--- src/hdl/bba_ram.sv ---
module bba_ram #(
  parameter int WIDTH = 32,
  parameter int DEPTH = 32,
  localparam int AddrW = (DEPTH > 1) ? $clog2(DEPTH) : 1
) (
  input  logic             clk,
  input  logic             we,
  input  logic [AddrW-1:0] waddr,
  input  logic [WIDTH-1:0] wdata,
  input  logic [AddrW-1:0] raddr,
  output logic [WIDTH-1:0] rdata
);

  logic [WIDTH-1:0] mem [DEPTH];

  always_ff @(posedge clk) begin
    if (we) begin
      mem[waddr] <= wdata;
    end
    rdata <= mem[raddr];
  end

endmodule

--- config.mk ---
export PLATFORM = sky130hd
export DESIGN_NAME = bba_ram
export DESIGN_NICKNAME = d
export VERILOG_FILES = /design/src/hdl/bba_ram.sv
export SDC_FILE = /design/constraint.sdc
export NUM_CORES = 1
export LEC_CHECK = 0
export BUFFER_PORTS_ARGS = -buffer_cell sky130_fd_sc_hd__buf_2
export CAP_MARGIN = 40
export CORE_AREA = 2 2 291 293
export CTS_CLUSTER_DIAMETER = 200
export DETAILED_ROUTE_END_ITERATION = 6
export DIE_AREA = 0 0 293 295
export PLACE_DENSITY_LB_ADDON = 0.3
export REMOVE_ABC_BUFFERS = 1
export SYNTH_ARGS = -nofsm -noshare
export SYNTH_HDL_FRONTEND = slang
export SYNTH_SLANG_ARGS = --single-unit
export TNS_END_PERCENT = 100
--- constraint.sdc ---
create_clock -name clk -period 2.6 [get_ports clk]
set_clock_uncertainty 0.2 [all_clocks]
set_input_delay 0.26 -clock clk [delete_from_list [all_inputs] [get_ports clk]]
set_output_delay 0.26 -clock clk [all_outputs]
set_load 0.01 [all_outputs]
==> summary.md <==
| Metric | Value |
|---|---|
| Area Overhead vs Synth | `16.1%` |
| Root Driver | `clkbuf_16` |
| Largest net degree at the start of global routing | `72` |
| RSZ-0062 raised after global routing | `false` |
| FILL cells | `roughly 6000` |
| Most used DFF post-synth | `edfxtp_1` |
| CTS sink count | `1056` |
| Finished Layout Cells | `about 3600` |
| Synthesized flop and latch total | `roughly 1100` |
| Synth area leader | `edfxtp_1` |
| Synthesized area | `~40000 um^2` |
| Final core occ | `56.5%` |
| Global-route usage over all layers | `about 22%` |
| WHS Path Cells | `6` |
| Dpl hpwl | `49800 um` |
| Register area | `about 31000 um^2` |
| Post-CTS Setup Inserts | `0` |
| Fraction of layout cells with a size suffix above 1 | `15.5%` |
| R2R setup slack | `1.03 ns` |
| Max-slew violations | `0` |
| Hold Slack | `approximately 0.077 ns` |
| Max_slew headroom | `60.9%` |
| Fmax | `472 MHz` |
| Overflow after GRT | `0` |
| Max-cap viol count | `0` |
| Crit path kind | `input port to register` |
| Drt first pass iters | `5` |
| Worst setup EP type | `register` |
| Final wirelength | `just under 100000 um` |
| DR vias/cell | `5.89` |
| Post-CTS Hold Buffers | `33` |
| Final antenna-violating net count | `0` |
| Period utilisation layout | `around 80%` |
| Worst-skew pair later-pin latency | `0.65 ns` |
| Setup TNS | `0 ns` |
| Worst hold endpoint | `rdata[24]$_DFF_P_` |
| Post-synth EDFFs | `1024` |
| Min Tclk post-route | `2.12 ns` |
| Syn Inst Count | `2260` |
| Final instance area | `47000 um^2` |
| Number of global-route vias before repair | `21400` |
| Multi-input logic area | `8610 um^2` |
| IR drop worst, VDD | `0.000471 V` |
| Ys async rst share | `0%` |
| Crit path required time | `approximately 2.9 ns` |
| Critical Path AT | `2.43 ns` |
| Port Buf Inserts | `75` |
| Unique masters post-synth | `25` |
| Placed cell areas | `43400 um^2` |
| Most common cell in the netlist | `edfxtp_1` |
| Least-Margin Pin Slew | `about 0.59 ns` |
| GPL Wtd Cong | `~0.76` |
| CTS tree | `yes` |
| Via Count | `~21000` |
| Most instantiated cells after synthesis | `1024 x edfxtp_1, 512 x mux2i_1, 98 x nand2_1, 98 x nand3_1` |
| Iteration-0 DRC Markers | `2258` |
| Startpoint types | `input port` |
| CP Max Fanout | `30` |
| HP Start | `raddr[2]` |
| Final Setup Violations | `0` |
| Hold crit path type | `input port to register` |
| Worst reg2reg path depth | `5` |
| Top cells by area, synth | `edfxtp_1 76%, mux2i_1 13%, a22oi_1 1.8%, dfxtp_1 1.6%, a22o_1 1.4%` |
| Syn avg cell area | `17.9 um^2` |
| Initial antenna violation count | `0` |
| Chip width | `approximately 290 um` |
| Die Area | `86400 um^2` |
| Core Area | `83200 um^2` |
| Critical R2R Capture | `rdata[6]$_DFF_P_` |
| Rows | `106` |
| Post-CTS Resized | `0` |
| Global-route wire length before repair | `139000 um` |
| Number of remaining DRC errors | `0` |
| Leak Pwr | `between 15 and 20 nW` |
| Clock transition at path regs | `0.06 ns` |
| Post-Place Cells | `3412` |
| Worst-case clock buffer depth | `3` |
| Die span in y | `295 um` |
| Synthesis Warnings | `0` |
| Final Hold Viols | `0` |
| PwrDens | `753 nW/um^2` |
| Status | `finished clean` |
| Yosys top cell area share | `between 70% and 80%` |
| I/O Pins | `76` |
| Worst reg2reg path startpoint | `mem[1][6]$_DFFE_PP_` |
| H-tree depth | `3` |
| Diode count | `0` |
| CTS Buf Count | `100` |
| Wirelength per Cell | `between 20 and 30 um` |
| # nets final | `2511` |
| Sequential area share after synthesis | `roughly 78%` |
| Initial core utilization | `approximately half` |
## placed cells by master, fill, tap and decap left out, types with 3 or more instances in the layout
cell type      netlist  layout
a22o_1              64      64
clkinv_1             0      10
dlygate4sd3_1        0      33
buf_4               33      69
or3b_2               3       3
bufinv_16            0      10
dfxtp_1             32      32
a21oi_1             96      96
a31oi_1             32      32
edfxtp_1          1024    1024
nor3_1              32      32
clkinvlp_4           0       7
buf_2               26      74
clkinv_2             0      23
clkbuf_8             0       7
nor2_4               0      33
clkbuf_1            46      23
nand3_1             98      98
nand2_1             98      97
buf_12               0      55
nand3b_1             5       5
clkbuf_16            0     103
a22oi_1             96      96
mux2i_1            512     512
## power by group
| group | internal [mW] | switching, mW |
|---|---|---|
| registers | 18.9 | 0.0817 |
| clock network | 8.46 | 6.05 |
| logic | 0.694 | 1.18 |
| total | 28.1 | 7.32 |
## critical path, cell delays in order
cell and delay (ns):
dlygate4sd3_1 0.56, buf_8 0.24, buf_12 0.22, buf_12 0.25, mux2i_1 0.23, a22o_1 0.16
nor3_1 0.05, a31oi_1 0.28, nand3_1 0.12
## layer usage
layer,GRT usage (%),part of all wire [%]
met1,31.5,42
met2,35.9,48
met3,3.21,7.7
met4,6.14,2.3
met5,0,0
## cell families (layout without fill, tap and decap cells)
kind of cell	count (synthesis)	count (layout)	synth area share, %
flops	1056	1056	77.5
compound gates	288	288	4.85
simple gates	277	277	3.10
mux	512	512	12.7
buf+inv	127	419	1.86
## metrics by stage
stage	setup slack (ns)	power (mW)
2_1_floorplan	-2.84	20.1
3_3_place_gp	0.445	21.2
3_5_place_dp	0.421	21.2
4_1_cts	0.511	35.6
5_1_grt	0.322	36.4
6_report	0.479	35.4
## layout make-up
cell class / count / share of cell area [%]
tap: 1080 / 2.88
multi-input combinational: 1077 / 18.3
clock buffer: 133 / 5.87
sequential: 1056 / 66.8
clock inverter: 54 / 1.15
timing repair buffer: 232 / 4.97
## sequential cells by signal (all words and copies together), names as in the netlist
| signal | flops |
|---|---|
| mem | 1024 |
| rdata | 32 |
## worst max path at each step
stage	from	end	slack [ns]	cells past startpoint
after floorplan	raddr[1]	rdata[0]$_DFF_P_	-2.84	5
after global placement	waddr[1]	mem[4][24]$_DFFE_PP_	0.45	4
after detailed placement	raddr[0]	rdata[30]$_DFF_P_	0.42	8
after CTS	raddr[0]	rdata[30]$_DFF_P_	0.51	9
after global routing	raddr[0]	rdata[30]$_DFF_P_	0.32	9
final	raddr[0]	rdata[30]$_DFF_P_	0.48	9
(Power assumes the default switching activity.)
